### config.mk
export PLATFORM = sky130hd
export DESIGN_NAME = fifo_queue_with_search
export DESIGN_NICKNAME = d
export VERILOG_FILES = /design/src/rtl/fqs_pkg.sv /design/src/rtl/fqs_ctrl.sv /design/src/rtl/fqs_dpath.sv /design/src/rtl/fifo_queue_with_search.sv
export SDC_FILE = /design/constraint.sdc
export NUM_CORES = 1
export LEC_CHECK = 0
export ABC_AREA = 1
export BUFFER_PORTS_ARGS = -buffer_cell sky130_fd_sc_hd__buf_2
export CAP_MARGIN = 20
export CORE_ASPECT_RATIO = 0.5
export CORE_UTILIZATION = 47
export CTS_CLUSTER_SIZE = 25
export DETAILED_ROUTE_END_ITERATION = 12
export MAX_ROUTING_LAYER = met4
export PLACE_DENSITY = 0.6
export SYNTH_ARGS = -nofsm -noshare
export SYNTH_HDL_FRONTEND = slang
export SYNTH_SLANG_ARGS = --single-unit
### constraint.sdc
create_clock -name aclk -period 10.2 [get_ports aclk]
set_input_delay 1.02 -clock aclk [delete_from_list [all_inputs] [get_ports aclk]]
set_output_delay 1.02 -clock aclk [all_outputs]
set_load 0.01 [all_outputs]
### src/rtl/fqs_pkg.sv
package fqs_pkg;

    // Default ring depth
    localparam int DEPTH_DEF = 16;

    // Request codes
    localparam logic [1:0] OP_PUSH   = 2'd0;
    localparam logic [1:0] OP_POP    = 2'd1;
    localparam logic [1:0] OP_PEEK   = 2'd2;
    localparam logic [1:0] OP_SEARCH = 2'd3;

    // Stream payload widths, padded to whole bytes
    localparam int S_TDATA_W = 40;
    localparam int M_TDATA_W = 48;

    localparam int VALUE_W = 32;
    localparam int POS_W   = 4;
    localparam int COUNT_W = 5;

    // Controller to datapath
    typedef struct packed {
        logic latch;       // capture request
        logic push;        // write tail entry, advance tail
        logic pop;         // advance head
        logic take_rd;     // capture read word as result data
        logic scan_start;  // start search at head
        logic scan_next;   // step search to next entry
        logic found;       // record match position
        logic load_out;    // move result into output register
    } cmd_t;

    // Datapath to controller
    typedef struct packed {
        logic [1:0] op;
        logic       full;
        logic       empty;
        logic       match;
        logic       scan_last;
        logic       out_free;
    } stat_t;

endpackage

### src/rtl/fqs_ctrl.sv
module fqs_ctrl
    import fqs_pkg::*;
(
    input  logic  aclk,
    input  logic  aresetn,
    input  logic  s_valid,
    output logic  s_ready,
    input  stat_t stat,
    output cmd_t  cmd
);

    localparam logic [2:0] ST_IDLE   = 3'd0;
    localparam logic [2:0] ST_EXEC   = 3'd1;
    localparam logic [2:0] ST_READ   = 3'd2;
    localparam logic [2:0] ST_SCAN   = 3'd3;
    localparam logic [2:0] ST_RESULT = 3'd4;

    logic [2:0] state_reg;
    logic [2:0] state_next;

    assign s_ready = (state_reg == ST_IDLE);

    always_comb begin
        cmd        = '0;
        state_next = state_reg;
        case (state_reg)
            ST_IDLE: begin
                if (s_valid) begin
                    cmd.latch  = 1'b1;
                    state_next = ST_EXEC;
                end
            end
            ST_EXEC: begin
                case (stat.op)
                    OP_PUSH: begin
                        cmd.push   = !stat.full;
                        state_next = ST_RESULT;
                    end
                    OP_POP, OP_PEEK: begin
                        // head word is read this cycle
                        state_next = stat.empty ? ST_RESULT : ST_READ;
                    end
                    default: begin
                        if (stat.empty) begin
                            state_next = ST_RESULT;
                        end else begin
                            cmd.scan_start = 1'b1;
                            state_next     = ST_SCAN;
                        end
                    end
                endcase
            end
            ST_READ: begin
                cmd.take_rd = 1'b1;
                cmd.pop     = (stat.op == OP_POP);
                state_next  = ST_RESULT;
            end
            ST_SCAN: begin
                if (stat.match) begin
                    cmd.found  = 1'b1;
                    state_next = ST_RESULT;
                end else if (stat.scan_last) begin
                    state_next = ST_RESULT;
                end else begin
                    cmd.scan_next = 1'b1;
                end
            end
            ST_RESULT: begin
                if (stat.out_free) begin
                    cmd.load_out = 1'b1;
                    state_next   = ST_IDLE;
                end
            end
            default: begin
                state_next = ST_IDLE;
            end
        endcase
    end

    always_ff @(posedge aclk) begin
        if (!aresetn) begin
            state_reg <= ST_IDLE;
        end else begin
            state_reg <= state_next;
        end
    end

endmodule

### src/rtl/fqs_dpath.sv
module fqs_dpath
    import fqs_pkg::*;
#(
    parameter int DEPTH = DEPTH_DEF
)
(
    input  logic                 aclk,
    input  logic                 aresetn,
    input  logic [S_TDATA_W-1:0] in_data,
    input  cmd_t                 cmd,
    output stat_t                stat,
    input  logic                 m_tready,
    output logic                 m_tvalid,
    output logic [M_TDATA_W-1:0] m_tdata
);

    localparam int IDX_W = $clog2(DEPTH);
    localparam int CNT_W = $clog2(DEPTH + 1);

    logic signed [VALUE_W-1:0] mem [DEPTH];
    logic signed [VALUE_W-1:0] rd_data_reg;
    logic        [IDX_W-1:0]   rd_addr;

    logic        [1:0]         op_reg;
    logic signed [VALUE_W-1:0] val_reg;
    logic        [IDX_W-1:0]   head_reg;
    logic        [IDX_W-1:0]   tail_reg;
    logic        [CNT_W-1:0]   cnt_reg;
    logic        [IDX_W-1:0]   scan_idx_reg;
    logic        [IDX_W-1:0]   scan_i_reg;

    logic                      res_ok_reg;
    logic signed [VALUE_W-1:0] res_data_reg;
    logic        [POS_W-1:0]   res_pos_reg;

    logic                      out_valid_reg;
    logic                      out_ok_reg;
    logic signed [VALUE_W-1:0] out_data_reg;
    logic        [POS_W-1:0]   out_pos_reg;
    logic                      out_empty_reg;
    logic        [COUNT_W-1:0] out_count_reg;

    function automatic logic [IDX_W-1:0] ring_inc(input logic [IDX_W-1:0] idx);
        return (idx == IDX_W'(DEPTH - 1)) ? '0 : idx + IDX_W'(1);
    endfunction

    // Reads follow the head unless the search is stepping
    assign rd_addr = cmd.scan_next ? ring_inc(scan_idx_reg) : head_reg;

    assign stat.op        = op_reg;
    assign stat.full      = (cnt_reg == CNT_W'(DEPTH));
    assign stat.empty     = (cnt_reg == '0);
    assign stat.match     = (rd_data_reg == val_reg);
    assign stat.scan_last = ((CNT_W'(scan_i_reg) + CNT_W'(1)) == cnt_reg);
    assign stat.out_free  = !out_valid_reg || m_tready;

    always_ff @(posedge aclk) begin
        if (cmd.push) begin
            mem[tail_reg] <= val_reg;
        end
        rd_data_reg <= mem[rd_addr];
    end

    always_ff @(posedge aclk) begin
        if (!aresetn) begin
            head_reg      <= '0;
            tail_reg      <= '0;
            cnt_reg       <= '0;
            out_valid_reg <= 1'b0;
        end else begin
            if (cmd.push) begin
                tail_reg <= ring_inc(tail_reg);
                cnt_reg  <= cnt_reg + CNT_W'(1);
            end
            if (cmd.pop) begin
                head_reg <= ring_inc(head_reg);
                cnt_reg  <= cnt_reg - CNT_W'(1);
            end
            if (cmd.load_out) begin
                out_valid_reg <= 1'b1;
            end else if (m_tready) begin
                out_valid_reg <= 1'b0;
            end
        end
    end

    always_ff @(posedge aclk) begin
        if (cmd.latch) begin
            op_reg       <= in_data[1:0];
            val_reg      <= in_data[VALUE_W+1:2];
            res_ok_reg   <= 1'b0;
            res_data_reg <= '0;
            res_pos_reg  <= '0;
        end
        if (cmd.push) begin
            res_ok_reg <= 1'b1;
        end
        if (cmd.take_rd) begin
            res_ok_reg   <= 1'b1;
            res_data_reg <= rd_data_reg;
        end
        if (cmd.scan_start) begin
            scan_idx_reg <= head_reg;
            scan_i_reg   <= '0;
        end
        if (cmd.scan_next) begin
            scan_idx_reg <= ring_inc(scan_idx_reg);
            scan_i_reg   <= scan_i_reg + IDX_W'(1);
        end
        if (cmd.found) begin
            res_ok_reg  <= 1'b1;
            res_pos_reg <= POS_W'(scan_i_reg);
        end
        if (cmd.load_out) begin
            out_ok_reg    <= res_ok_reg;
            out_data_reg  <= res_data_reg;
            out_pos_reg   <= res_pos_reg;
            out_empty_reg <= (cnt_reg == '0);
            out_count_reg <= COUNT_W'(cnt_reg);
        end
    end

    assign m_tvalid = out_valid_reg;
    assign m_tdata  = {5'b0, out_count_reg, out_empty_reg, out_pos_reg, out_data_reg, out_ok_reg};

endmodule

### src/rtl/fifo_queue_with_search.sv
// Channel | Ports                                 | Payload
// --------+---------------------------------------+-----------------------------------
// request | s_axis_tvalid/tready/tdata[39:0]      | opcode, value
// result  | m_axis_tvalid/tready/tdata[47:0]      | ok, data, position, is_empty, count
//
// One request at a time; a new request is taken only once the last result has entered
// the output register. A search visits one entry per cycle, a rate set by the single
// read port of the entry memory. Synchronous active-low reset empties the queue;
// entries are not cleared. A stalled result holds in the output register and blocks
// the next request only once its own result is ready.
module fifo_queue_with_search
    import fqs_pkg::*;
#(
    parameter int DEPTH = DEPTH_DEF
)
(
    input  logic                 aclk,
    input  logic                 aresetn,
    input  logic                 s_axis_tvalid,
    output logic                 s_axis_tready,
    input  logic [S_TDATA_W-1:0] s_axis_tdata,  // opcode[1:0], value[33:2], zero pad
    output logic                 m_axis_tvalid,
    input  logic                 m_axis_tready,
    output logic [M_TDATA_W-1:0] m_axis_tdata   // ok[0], data[32:1], position[36:33],
                                                // is_empty[37], count[42:38], zero pad
);

    cmd_t  cmd;
    stat_t stat;

    fqs_ctrl u_ctrl (
        .aclk    (aclk),
        .aresetn (aresetn),
        .s_valid (s_axis_tvalid),
        .s_ready (s_axis_tready),
        .stat    (stat),
        .cmd     (cmd)
    );

    fqs_dpath #(
        .DEPTH (DEPTH)
    ) u_dpath (
        .aclk     (aclk),
        .aresetn  (aresetn),
        .in_data  (s_axis_tdata),
        .cmd      (cmd),
        .stat     (stat),
        .m_tready (m_axis_tready),
        .m_tvalid (m_axis_tvalid),
        .m_tdata  (m_axis_tdata)
    );

endmodule

Yosys cells after proc, flatten, opt, wreduce, memory -nomap -nowiden

Memory sizes are Yosys's and may differ from the RTL's. A register that Yosys moved wholly into a read port is not among the register bits.
Cells that the tools add are included.

Register bits: 139
Bits in latches: 0
RAM bits: 512
Memory bits (read-only): 0
Input port bits: 44
Word-level logic and storage cells: 95
Memories: 1

Memories:

| name        | depth | bits a word | read ports | clocked after Yosys merged registers in | wr ports | RTL line        | source |
|---|---|---|---|---|---|---|---|
| u_dpath.mem | 16    | 32          | 1          | 1                                       | 1        | fqs_dpath.sv:20 | `logic signed [VALUE_W-1:0] mem [DEPTH];` |

Add/subtract/negate cells: 7
Multipliers: 0
Divide/modulo/power cells: 0
Magnitude comparators: 0
Eq/ne operators: 15
Shift-type cells: 0
Multiplexer cells: 40
Bitwise logic cells: 0
Reductions and logical operators: 15

Operator list:

| kind                  | count |
|---|---|
| $mux W32              | 2 |
| $mux W4               | 10 |
| $eq A32 B32 Y1        | 1 |
| $mux W3               | 6 |
| $add A4 B1 Y4 const B | 4 |
| $mux W1               | 16 |
| $pmux W3 S5           | 1 |
| $eq A4 B4 Y1 const B  | 3 |
| $mux W5               | 2 |
| $reduce_bool A2 Y1    | 5 |
| $eq A3 B2 Y1 const B  | 2 |
| $pmux W3 S2           | 1 |
| $reduce_or A3 Y1      | 2 |
| $add A4 B1 Y5 const B | 1 |
| $add A5 B1 Y5 const B | 1 |
| $eq A5 B5 Y1          | 1 |
| $eq A5 B5 Y1 const B  | 1 |
| $logic_not A5 Y1      | 1 |
| $sub A5 B1 Y5 const B | 1 |
| $mux W2               | 2 |
| $ne A2 B2 Y1 const B  | 2 |
| $eq A3 B1 Y1 const B  | 1 |
| $eq A3 B3 Y1 const B  | 1 |
| $logic_not A3 Y1      | 1 |
| 8 further kinds       | 9 |

Depth between registers and ports, before layout

Gate-level depths: netlist of the first run.

Depth after elaboration: 6
Depth in mapped cells: 18

By module

A second synthesis of the first run with hierarchy kept.

Cells, all modules: 2565
Area, all modules: 28682.5 um^2

Modules (own cells, without submodules):

| module    | times used | cells each | area an instance (um^2) | sequential area each (um^2) |
|---|---|---|---|---|
| fqs_dpath | 1          | 2511       | 28362.2                 | 19949.1 |
| fqs_ctrl  | 1          | 54         | 320.3                   | 60.1 |

Worst setup path after synthesis of the first run

Ideal clock, no wire load.

Path type: reg2reg
Start: register u_ctrl.state_reg[0]
End: memory u_dpath.mem[7][0], enable pin
Setup time: 461 ps
Arrival: 3486 ps
Required time: 9739 ps
Slack: 6253 ps
Stages on the path, launching flop included: 9
Path buffers: 0
Cells stage by stage: dfxtp_1 inv_1 nor3_1 inv_1 nor2_1 nand2_1 inv_1 nand2_1 nor3_1

Longest elaborated chain between the ends: 4

RTL lines:

| item                          | RTL line        | source |
|---|---|---|
| from (decl)                   | fqs_ctrl.sv:18  | `logic [2:0] state_reg;` |
| from (signal assigned)        | fqs_ctrl.sv:84  | `state_reg <= state_next;` |
| $eq A3 B1 Y1                  | fqs_ctrl.sv:26  | `case (state_reg)` |
| $mux W1                       | fqs_ctrl.sv:26  |  |
| $mux W1                       | fqs_dpath.sv:58 | `if (cmd.push) begin` |
| $mux W1 (not written as such) | fqs_dpath.sv:59 | `mem[tail_reg] <= val_reg;` |
| to (decl)                     | fqs_dpath.sv:20 |  |

No other way between the ends.

Worst setup path after layout of the first run

Start: register u_dpath.val_reg[24]
End: register u_dpath.rd_data_reg[1], read port of u_dpath.mem

Longest elaborated chain between the ends: 4

RTL lines:

| item                   | RTL line        | source |
|---|---|---|
| from (decl)            | fqs_dpath.sv:25 | `logic signed [VALUE_W-1:0] val_reg;` |
| from (signal assigned) | fqs_dpath.sv:90 | `val_reg <= in_data[VALUE_W+1:2];` |
| $eq A32 B32 Y1         | fqs_dpath.sv:53 | `assign stat.match = (rd_data_reg == val_reg);` |
| $mux W1                | fqs_ctrl.sv:59  | `if (stat.match) begin` |
| $mux W2                | fqs_ctrl.sv:26  |  |
| $mux W4                | fqs_dpath.sv:48 | `assign rd_addr = cmd.scan_next ? ring_inc(scan_idx_reg) : head_reg;` |
| to (decl)              | fqs_dpath.sv:21 | `logic signed [VALUE_W-1:0] rd_data_reg;` |

No other way between the ends.
A chain may end at the register's enable or synchronous reset.

==> summary.md, run 1 <==
| Metric | Value |
|---|---|
| Pre-CTS WS | `4.72 ns` |
| Drc violations | `0` |
| Vias per cell | `5.15` |
| Area of placed instances | `0.0302 mm²` |
| Critical Path Max Stage Delay | `0.87 ns` |
| Max reg flops | `512` |
| Critical path data required time | `10.72 ns` |
| Max Fanout on Critical Path | `133` |
| TritonCTS clock tree | `yes` |
| Initial Util | `48.2%` |
| WP buf/inv | `1` |
| Leakage | `0.0135 µW` |
| Pwr/cell area | `192 mW/mm²` |
| Chip height | `177 µm` |
| Reg clk slew, reported paths | `0.07 ns` |
| Metal2 WL | `30,900 µm` |
| Die Area | `0.0625 mm²` |
| Final Max Slew Viols | `0` |
| Worst path slowest cell | `nand2_8` |
| Min-Delay Path Depth | `0` |
| Setup TNS | `0 ns` |
| Layout cell share with drive strength beyond 1 | `8.77%` |
| Max cap viols | `0` |
| Crit path max-delay family | `simple AND/OR/NAND/NOR gates` |
| Post-Syn Instances | `2,687` |
| Final setup viols | `0` |
| Final hold violation count | `0` |
| Status | `completed` |
| Rows | `63` |
| Worst setup margin | `4.65 ns` |
| Detail Route Antenna Nets | `0` |
| Syn avg cell area | `10.8 µm²` |
| Peak supply drop | `0.140 mV` |
| Most common cell after layout, fill and taps aside | `edfxtp_1` |
| Post-CTS Setup Bufs | `0` |
| Post-synthesis sequential area ratio | `69.2%` |
| # diodes | `0` |
| R2R Path Start | `u_dpath.val_reg[24]$_DFFE_PP_` |
| Final wirelength | `72,900 µm` |
| RSZ-0062 raised after global routing | `false` |
| Nets | `2,802` |
| Met1 Wirelength | `33,300 µm` |
| WHS | `0.415 ns` |
| Crit path kind | `reg -> reg` |
| # port buffers | `82` |
| Max Clk Rate | `0.180 GHz` |
| Tcrit/Tclk final | `54.4%` |
| WP data arrival | `6.07 ns` |
| Top layer in use | `met4` |
| Worst Min Path Start | `u_dpath.res_data_reg[23]$_SDFFCE_PP0P_` |
| Hold_buf cts | `0` |
| Clk Latency, worst-skew pair | `0.63 ns` |
| Pre-Repair DR Iteration Count | `7` |
| CTS root buf | `clkbuf_16` |
| CTS buffer count | `60` |
| Startpoint types | `flip-flop` |
| First DRT Iteration DRCs | `2,175` |
| Fin Clk Skew | `0.0198 ns` |
| R2R depth | `15` |
| Worst min path class | `reg -> reg` |
| Routed WL per cell | `20.2 µm` |
| Reg2Reg Setup Slack | `4.65 ns` |
| Vias in the first global route | `17.2k` |
| Total GRT Usage | `24.2%` |
| Yosys warnings | `0` |
| Post-Syn Area | `0.0289 mm²` |
| Synth cell types | `36` |
| Total grt overflow | `0` |
| Min Tclk post-route | `5.55 ns` |
| Worst path cell trace | `xnor2_1 > nand2_1 > nor2_1 > nand2_1 > nor2_1 > nand2_1 > nand2_2 > nand2_4 > nand2_8 > buf_4 > nand2_1 > nand3_1 > nand3_1 > nand3_1 > nand2_1` |
| Worst-Margin Slew | `1.09 ns` |
| Hold endpoint | `u_dpath.out_data_reg[23]$_DFFE_PP_` |
| Clock sink total | `683` |
| First-pass GRT wire length | `108,000 µm` |
| Metal3 WL | `7450 µm` |
| Resized Gates After CTS | `0` |
| Die X | `353 µm` |
| Most frequent cells in the layout | `633 x edfxtp_1, 623 x nand3_1, 592 x inv_1` |
| R2r endpoint | `u_dpath.rd_data_reg[1]$_DFF_P_` |
| I/O pins | `94` |
| Initial antenna violation count | `3` |
| GPL Wtd Cong | `0.799` |
| Setup crit end kind | `flip-flop` |
| CTS Buffer Depth | `3` |
| Post-DP HPWL | `37,700 µm` |
| Largest net degree at the start of global routing | `134` |
| Top reg by flops | `u_dpath.mem` |
| Most frequent CP cell | `nand2_1` |
| Yosys reg bits | `683` |
| H-tree lvl count | `2` |
| Core ar. | `0.0600 mm²` |
| Final core occ | `53.6%` |
| Synthesis-to-layout area growth | `11.3%` |
| Fin area | `0.0322 mm²` |
| Max_slew headroom | `27.4%` |
| DR vias | `18.6k` |
-- final cells by class --
cell class / instances / area (µm²)
flip-flops and latches: 683 / 20000
inverters: 596 / 2240
well taps: 812 / 1020
clock buffers: 87 / 1710
clock inverters: 27 / 248
fillers: 5110 / 27800
multi-input cells: 1281 / 6210
repair buffers: 121 / 723
-- per-stage QoR --
step | power (µW) | cells
4_1_cts | 6200 | 3606
3_5_place_dp | 3930 | 3492
3_3_place_gp | 3920 | 3492
5_1_grt | 6370 | 3607
6_report | 6170 | 3607
2_1_floorplan | 3700 | 2691
-- report_power, final --
| part | total [µW] | leakage [µW] | internal, µW | switching [µW] |
|---|---|---|---|---|
| Sequential | 3410 | 0.00616 | 3280 | 131 |
| Clock | 2290 | 0.000963 | 1270 | 1030 |
| Combinational | 464 | 0.00639 | 129 | 335 |
-- synth_stat cells --
master | count | share of area, %
nand4_1 | 4 | 0.087
o211ai_1 | 1 | 0.026
dfxtp_1 | 50 | 3.5
clkinv_1 | 1 | 0.013
fa_1 | 1 | 0.069
nand2_4 | 1 | 0.039
mux2i_4 | 1 | 0.078
nor2_1 | 82 | 1.1
a211oi_1 | 3 | 0.078
clkbuf_1 | 45 | 0.58
o21ai_1 | 2 | 0.035
a21oi_2 | 1 | 0.030
buf_2 | 55 | 0.95
nand3_1 | 624 | 11
o21a_1 | 1 | 0.026
buf_6 | 4 | 0.16
ha_1 | 14 | 0.61
buf_4 | 19 | 0.49
buf_1 | 8 | 0.10
conb_1 | 1 | 0.013
inv_2 | 2 | 0.026
a221oi_1 | 1 | 0.030
xnor2_1 | 26 | 0.79
a31oi_1 | 1 | 0.022
nor4_1 | 2 | 0.043
o21ai_0 | 10 | 0.17
inv_1 | 593 | 7.7
nand2_1 | 475 | 6.2
o311ai_0 | 1 | 0.030
a21oi_1 | 14 | 0.24
xor2_1 | 2 | 0.061
nand3_2 | 1 | 0.035
o2111ai_1 | 1 | 0.030
nor3_1 | 3 | 0.052
edfxtp_1 | 633 | 66
nand2_2 | 4 | 0.087
-- kinds of logic after synthesis --
family / count (synthesis) / synth area share (%)
other: 1 / 0.0130
buffers and inverters: 727 / 10.0
DFF: 683 / 69.2
adders and majority gates: 15 / 0.675
and+or+nand+nor: 1196 / 18.4
muxes: 1 / 0.0779
AOI/OAI and AO/OA: 36 / 0.723
xor gates and xnor gates: 28 / 0.849
-- worst max path at each step --
stage | cells after the start | endpoint | startpoint
after global placement | 15 | u_dpath.rd_data_reg[1]$_DFF_P_ | u_dpath.val_reg[24]$_DFFE_PP_
after detailed placement | 15 | u_dpath.rd_data_reg[28]$_DFF_P_ | u_dpath.val_reg[24]$_DFFE_PP_
after CTS | 15 | u_dpath.rd_data_reg[28]$_DFF_P_ | u_dpath.val_reg[24]$_DFFE_PP_
after floorplan | 8 | u_dpath.mem[7][0]$_DFFE_PP_ | u_ctrl.state_reg[0]$_SDFFE_PN0P_
final | 15 | u_dpath.rd_data_reg[1]$_DFF_P_ | u_dpath.val_reg[24]$_DFFE_PP_
after global routing | 15 | u_dpath.rd_data_reg[28]$_DFF_P_ | u_dpath.val_reg[24]$_DFFE_PP_
-- routing by layer --
metal / GRT usage (%) / vias up
li1: - / 8858
met1: 35.5 / 8868
met2: 34.6 / 757
met3: 4.90 / 93
met4: 5.43 / 0
met5: - / -
Note: power is estimated with default switching activity, not from simulation.
==> inputs of run 2 (changes only) <==
clock period = 5.6 ns   (was 10.2 ns; I/O delays follow)
==> run 2 against run 1 <==
Net effect:
- routed wire length grew 1.6%
- largest power group unchanged
- combinational power is 84% higher
- clock skew shrank 0.0045 ns
- register-to-register slack worse by 3.5 ns
- critical path depth fell by 2
- non-clock buffer count up 10
- hold slack got worse by 0.30 ns
- flip-flop and latch count stayed put
==> summary.md, run 2 (synthesis gave the netlist of run 1 again) <==
| Metric | Value |
|---|---|
| Rows | `63 (unchanged)` |
| Max reg flops | `512 (unchanged)` |
| First DRT Iteration DRCs | `2,248 (+3.4%)` |
| Die Area | `0.0625 mm² (unchanged)` |
| Critical path data required time | `6.16 ns (-4.56 ns)` |
| Setup crit end kind | `flip-flop` |
| Setup TNS | `0 ns (unchanged)` |
| Routed WL per cell | `20.5 µm (+1.4%)` |
| Vias per cell | `5.20 (+1.1%)` |
| # port buffers | `82 (unchanged)` |
| WHS | `0.118 ns (-0.297 ns)` |
| Reg2Reg Setup Slack | `1.13 ns (-3.52 ns)` |
| Final core occ | `53.8% (+0.20 points)` |
| Layout cell share with drive strength beyond 1 | `8.88% (+0.11 points)` |
| Leakage | `0.0136 µW (+0.51%)` |
| Final setup viols | `0 (unchanged)` |
| Placed insts | `3,502 (+0.29%)` |
| Max Fanout on Critical Path | `24 (-82%)` |
| Final hold violation count | `0 (unchanged)` |
| Pre-Repair DR Iteration Count | `5 (-2)` |
| Crit path kind | `reg -> reg` |
| CTS Buffer Depth | `3 (unchanged)` |
| Most frequent cells in the layout | `633 x edfxtp_1, 623 x nand3_1, 592 x inv_1` |
| Final Max Slew Viols | `0 (unchanged)` |
| Top reg by flops | `u_dpath.mem` |
| Initial Util | `48.2% (unchanged)` |
| WP data arrival | `5.03 ns (-1.04 ns)` |
| H-tree lvl count | `2 (unchanged)` |
| Hold_buf cts | `0 (unchanged)` |
| Tcrit/Tclk final | `79.9% (+25 points)` |
| Fin Clk Skew | `0.0153 ns (-0.00455 ns)` |
| Status | `completed` |
| Max_slew headroom | `20.2% (-7.2 points)` |
| Largest net degree at the start of global routing | `87 (-35%)` |
| Post-CTS Setup Bufs | `0 (unchanged)` |
| RSZ-0062 raised after global routing | `false` |
| Total GRT Usage | `24.6% (+0.37 points)` |
| Startpoint types | `flip-flop` |
| Resized Gates After CTS | `0 (unchanged)` |
| Reg clk slew, reported paths | `0.07 ns (about the same)` |
| Max cap viols | `0 (unchanged)` |
| Worst-Margin Slew | `1.19 ns (+0.104 ns)` |
| Most common cell after layout, fill and taps aside | `edfxtp_1` |
| Max Clk Rate | `0.224 GHz (+24%)` |
| Clk Latency, worst-skew pair | `0.61 ns (-0.02 ns)` |
| Post-DP HPWL | `41,100 µm (+8.9%)` |
| Drc violations | `0 (unchanged)` |
| # diodes | `0 (unchanged)` |
| Core ar. | `0.0600 mm² (unchanged)` |
| I/O pins | `94 (unchanged)` |
| First-pass GRT wire length | `111,000 µm (+2.5%)` |
| DR vias | `18.8k (+1.3%)` |
| GPL Wtd Cong | `0.816 (+2.0%)` |
| Initial antenna violation count | `2 (-1)` |
| Nets | `2,813 (+0.39%)` |
| Total grt overflow | `0 (unchanged)` |
| Die X | `353 µm (unchanged)` |
| Pwr/cell area | `348 mW/mm² (+82%)` |
| TritonCTS clock tree | `yes` |
| Worst min path class | `in -> reg` |
| CTS buffer count | `61 (+1.7%)` |
| Total chip power | `11,200 µW (+82%)` |
| Synthesis-to-layout area growth | `11.7%` |
| Clock sink total | `683 (unchanged)` |
| Fin cells | `3,616 (+0.25%)` |
| Chip height | `177 µm (unchanged)` |
| Final wirelength | `74,100 µm (+1.6%)` |
| Peak supply drop | `0.292 mV (+110%)` |
| Min Tclk post-route | `4.47 ns (-1.08 ns)` |
| Vias in the first global route | `17.5k (+1.6%)` |
| CTS root buf | `clkbuf_16` |
| Detail Route Antenna Nets | `0 (unchanged)` |
run 2: routing by layer:
metal	global-route usage, %	wire length (µm)
met5	-	0
met4	4.26	1030
met3	4.13	7200
met2	34.7	30500
met1	37.5	35300
run 2: critical path, stage by stage (launching register included):
cell,delay (ns)
edfxtp_1,0.70
xnor2_1,0.26
nand2_1,0.11
nor2_1,0.04
nand2_1,0.13
nor2_1,0.09
nand2_1,0.31
nand2_2,0.37
o21ai_4,0.96
inv_2,0.60
buf_4,0.43
nand3_1,0.13
nand3_1,0.14
nand2_1,0.10
run 2: area by class of cell:
type                    count  area, µm²
clock inverters            26        245
multi-input cells        1281       6210
flip-flops and latches    683      20000
repair buffers            131        873
fillers                  5112      27700
inverters                 596       2240
well taps                 812       1020
clock buffers              87       1680
run 2: per-stage QoR:
step / setup slack, ns / cell area [µm²]
finish: 1.13 / 32300
global route: 0.895 / 32300
CTS: 1.18 / 32300
detailed placement: 1.19 / 30300
global placement: 1.26 / 30300
floorplan: 1.65 / 28900
run 2: power by group:
part | total [µW] | internal [µW] | switching, µW
clock | 4170 | 2310 | 1860
combinational | 853 | 241 | 612
sequential | 6220 | 5970 | 250
total | 11200 | 8520 | 2720
run 2: final timing paths:
path	startpoint	end	cells past startpoint
setup / recovery	u_dpath.val_reg[24]$_DFFE_PP_	u_dpath.rd_data_reg[28]$_DFF_P_	13
hold / removal	s_axis_tdata[30]	u_dpath.val_reg[28]$_DFFE_PP_	1
setup reg to reg	u_dpath.val_reg[24]$_DFFE_PP_	u_dpath.rd_data_reg[28]$_DFF_P_	13
hold reg to reg	u_dpath.res_data_reg[24]$_SDFFCE_PP0P_	u_dpath.out_data_reg[24]$_DFFE_PP_	0
==> inputs of run 3 (changes only) <==
ABC_AREA = 0   (was 1)
PLACE_DENSITY = 0.63   (was 0.6)
clock period = 4.1 ns   (was 5.6 ns; I/O delays follow)
==> run 3 against run 2 <==
Net effect:
- die area decreased by 11%
- maximum frequency is 18% higher
- largest cell class unchanged
- highest routed layer unchanged
- hold slack better by 0.042 ns
==> summary.md, run 3 <==
| Metric | Value |
|---|---|
| Max_slew headroom | `44.0% (+24 points)` |
| Pwr/cell area | `453 mW/mm² (+30%)` |
| Most numerous cell in the Yosys netlist | `edfxtp_1` |
| Peak supply drop | `0.351 mV (+20%)` |
| Fill cell count | `4,090 (-20%)` |
| Number of synthesized flops with an enable pin | `633 (unchanged)` |
| H-tree lvl count | `2 (unchanged)` |
| First DRT Iteration DRCs | `1,223 (-46%)` |
| Layout cell share with drive strength beyond 1 | `17.6% (+8.7 points)` |
| Setup crit end kind | `flip-flop` |
| RSZ-0062 raised after global routing | `false` |
| Die X | `333 µm (-5.5%)` |
| Met2 Use GR | `34.5% (-0.17 points)` |
| Crit path launch | `u_dpath.val_reg[21]$_DFFE_PP_` |
| WHS | `0.160 ns (+0.0417 ns)` |
| Post-DP HPWL | `32,900 µm (-20%)` |
| Setup TNS | `0 ns (unchanged)` |
| Synth cell types | `49 (+36%)` |
| CTS buffer count | `58 (-4.9%)` |
| Syn avg cell area | `18.0 µm² (+68%)` |
| First-pass GRT wire length | `87,100 µm (-21%)` |
| CTS root buf | `clkbuf_16` |
| Critical Path Max Stage Delay | `0.55 ns (-0.41 ns)` |
| Chip height | `168 µm (-5.5%)` |
| Status | `completed` |
| Synthesis-to-layout area growth | `16.7%` |
| Worst path slowest cell | `edfxtp_1` |
| Area of placed instances | `0.0277 mm² (-8.5%)` |
| Final core occ | `55.7% (+1.9 points)` |
| Detail Route Antenna Nets | `0 (unchanged)` |
| TritonCTS clock tree | `yes` |
| GPL Wtd Cong | `0.813 (-0.38%)` |
| # port buffers | `82 (unchanged)` |
| Total GRT Usage | `21.9% (-2.6 points)` |
| Post-synthesis mux area share | `10.4% (+10 points)` |
| WP data arrival | `4.25 ns (-0.78 ns)` |
| I/O pins | `94 (unchanged)` |
| Post-Syn Instances | `1,428 (-47%)` |
| Post-synth top cells | `633 x edfxtp_1, 261 x mux2i_1, 130 x o22ai_1, 50 x dfxtp_1, 45 x and2_1` |
| Xor/xnor share of the synthesized area | `1.59% (+0.74 points)` |
| Startpoint types | `flip-flop` |
| Max Clk Rate | `0.263 GHz (+18%)` |
| Simple-gate share of the synthesized area | `3.89% (-14 points)` |
| Worst Min Path Start | `m_axis_tready` |
| Rows | `60 (-4.8%)` |
| Worst min path class | `in -> reg` |
| Largest family of logic cells by synthesized area | `multiplexers` |
| Fin area | `0.0301 mm² (-6.8%)` |
| Synth Area in Compound Gates | `3.90% (+3.2 points)` |
| Top reg by flops | `u_dpath.mem` |
| DR vias | `13.5k (-28%)` |
| Most frequent cells in the layout | `633 x edfxtp_1, 261 x mux2i_1, 130 x o22ai_1` |
| Worst path cell trace | `xnor2_1 > nand4_1 > buf_4 > nor4_2 > nand2_1 > and3_1 > buf_4 > mux2i_4 > inv_2 > nand2_1 > buf_4 > o22ai_1 > or4_1` |
| Top-area cell type share of the netlist area | `73.8% (+8.0 points)` |
| Final Max Slew Viols | `0 (unchanged)` |
| Total grt overflow | `0 (unchanged)` |
| Synth area leaders | `edfxtp_1 74%, mux2i_1 10%, dfxtp_1 3.9%` |
| R2R Path Start | `u_dpath.val_reg[21]$_DFFE_PP_` |
| Core ar. | `0.0540 mm² (-10%)` |
| Max reg flops | `512 (unchanged)` |
| Routing usage on met1 | `30.4% (-7.1 points)` |
| FFs w/ async S/R, synth | `0% (unchanged)` |
| Routed WL per cell | `24.8 µm (+21%)` |
| Worst-Margin Slew | `0.838 ns (-0.354 ns)` |
| Crit path kind | `reg -> reg` |
| Yosys reg bits | `683 (unchanged)` |
| Post-Synth Adder-Cell Area | `0.757% (+0.082 points)` |
| Clk Latency, worst-skew pair | `0.61 ns (about the same)` |
| Final wirelength | `59,600 µm (-20%)` |
| Pre-Repair DR Iteration Count | `6 (+1)` |
| Critical path data required time | `4.55 ns (-1.61 ns)` |
| Worst setup margin | `0.304 ns (-0.822 ns)` |
| Post-Syn Area | `0.0258 mm² (-11%)` |
| Final setup viols | `0 (unchanged)` |
| Die Area | `0.0558 mm² (-11%)` |
| Area leader, netlist | `edfxtp_1` |
| Largest net degree at the start of global routing | `36 (-59%)` |
| Reg clk slew, reported paths | `0.06 ns (about the same)` |
| Pre-CTS WS | `0.135 ns (-1.06 ns)` |
| Clock sink total | `683 (unchanged)` |
| Initial Util | `47.7% (-0.43 points)` |
| Min Tclk post-route | `3.80 ns (-0.678 ns)` |
| Drc violations | `0 (unchanged)` |
| Most frequent CP cell | `buf_4` |
| GR peak layer | `met2` |
| Tcrit/Tclk final | `92.6% (+13 points)` |
| Leakage | `0.0118 µW (-13%)` |
| Initial antenna violation count | `2 (unchanged)` |
| Fin Clk Skew | `0.0352 ns (+0.0199 ns)` |
| Nets | `1,701 (-40%)` |
| Main synth FF type | `edfxtp_1` |
| Max cap viols | `0 (unchanged)` |
| Max Fanout on Critical Path | `12 (-50%)` |
| Vias in the first global route | `13.4k (-23%)` |
| Post-synthesis sequential area ratio | `77.6% (+8.4 points)` |
| Vias per cell | `5.61 (+7.9%)` |
| CTS Buffer Depth | `3 (unchanged)` |
| Most common cell after layout, fill and taps aside | `edfxtp_1` |
| Final hold violation count | `0 (unchanged)` |
| GR Util met3 | `3.53% (-0.60 points)` |
| Yosys warnings | `0 (unchanged)` |
==> run 3: worst max-delay path, delay by kind of cell (launching register included) <==
kind	cells	cell delay (ns)
AND/OR/NAND/NOR	6	1.58
buffers and inverters	4	0.85
flip-flops	1	0.55
XOR/XNOR	1	0.32
multiplexers	1	0.24
AO/OA/AOI/OAI	1	0.12
==> run 3: final cells by class <==
| class | instances | area [µm²] | area share (%) |
|---|---|---|---|
| Sequential cell | 683 | 20000 | 66.5 |
| Multi-Input combinational cell | 665 | 5430 | 18.1 |
| Timing Repair Buffer | 220 | 1780 | 5.91 |
| Clock buffer | 77 | 1580 | 5.27 |
| Tap cell | 713 | 892 | 2.97 |
| Clock inverter | 32 | 329 | 1.09 |
| Inverter | 14 | 52.6 | 0.175 |
| Antenna cell | 1 | 2.50 | 0.00832 |
==> run 3: cell families (layout without fill, tap and decap cells) <==
kind of cell             after synthesis  after routing
adder cells (fa/ha/maj)               15             15
AO/OA/AOI/OAI                        159            159
flip-flops                           683            683
other                                  1              6
AND/OR/NAND/NOR                      175            175
multiplexers                         265            265
buffers and inverters                 84            343
XOR/XNOR                              46             46
==> run 3: metal layers <==
layer	routed length, µm	part of all wire, %
met4	1060	1.8
met5	0	0
met3	3930	6.6
met2	28300	47
met1	26300	44
==> run 3: where the power goes <==
part	switching [µW]	internal (µW)	total, µW
logic	176	114	290
registers	88.8	7720	7810
clock network	2390	3150	5540
total	2660	11000	13600
==> run 3: worst paths after layout <==
kind | to | slack (ns) | cells past startpoint
max | u_dpath.rd_data_reg[6]$_DFF_P_ | 0.30 | 13
min | u_dpath.m_tvalid$_SDFFE_PN0P_ | 0.16 | 3
max reg2reg | u_dpath.rd_data_reg[6]$_DFF_P_ | 0.30 | 13
min reg2reg | u_dpath.out_pos_reg[0]$_DFFE_PP_ | 0.42 | 0
==> run 3: repair_timing <==
| item | 4_1_cts | 5_1_grt |
|---|---|---|
| resized for setup | 0 | 1 |
| endpoints found under the setup margin | 0 | 32 |
| buffers inserted | 0 | 11 |
| hold buffers | 32 | 2 |
| hold endpoints to repair | 32 | 2 |
==> run 3: metrics by stage <==
stage / cells / power (µW)
2_1_floorplan: 1432 / 8050
3_3_place_gp: 2250 / 8200
3_5_place_dp: 2250 / 8220
4_1_cts: 2391 / 13700
5_1_grt: 2405 / 14000
6_report: 2405 / 13600
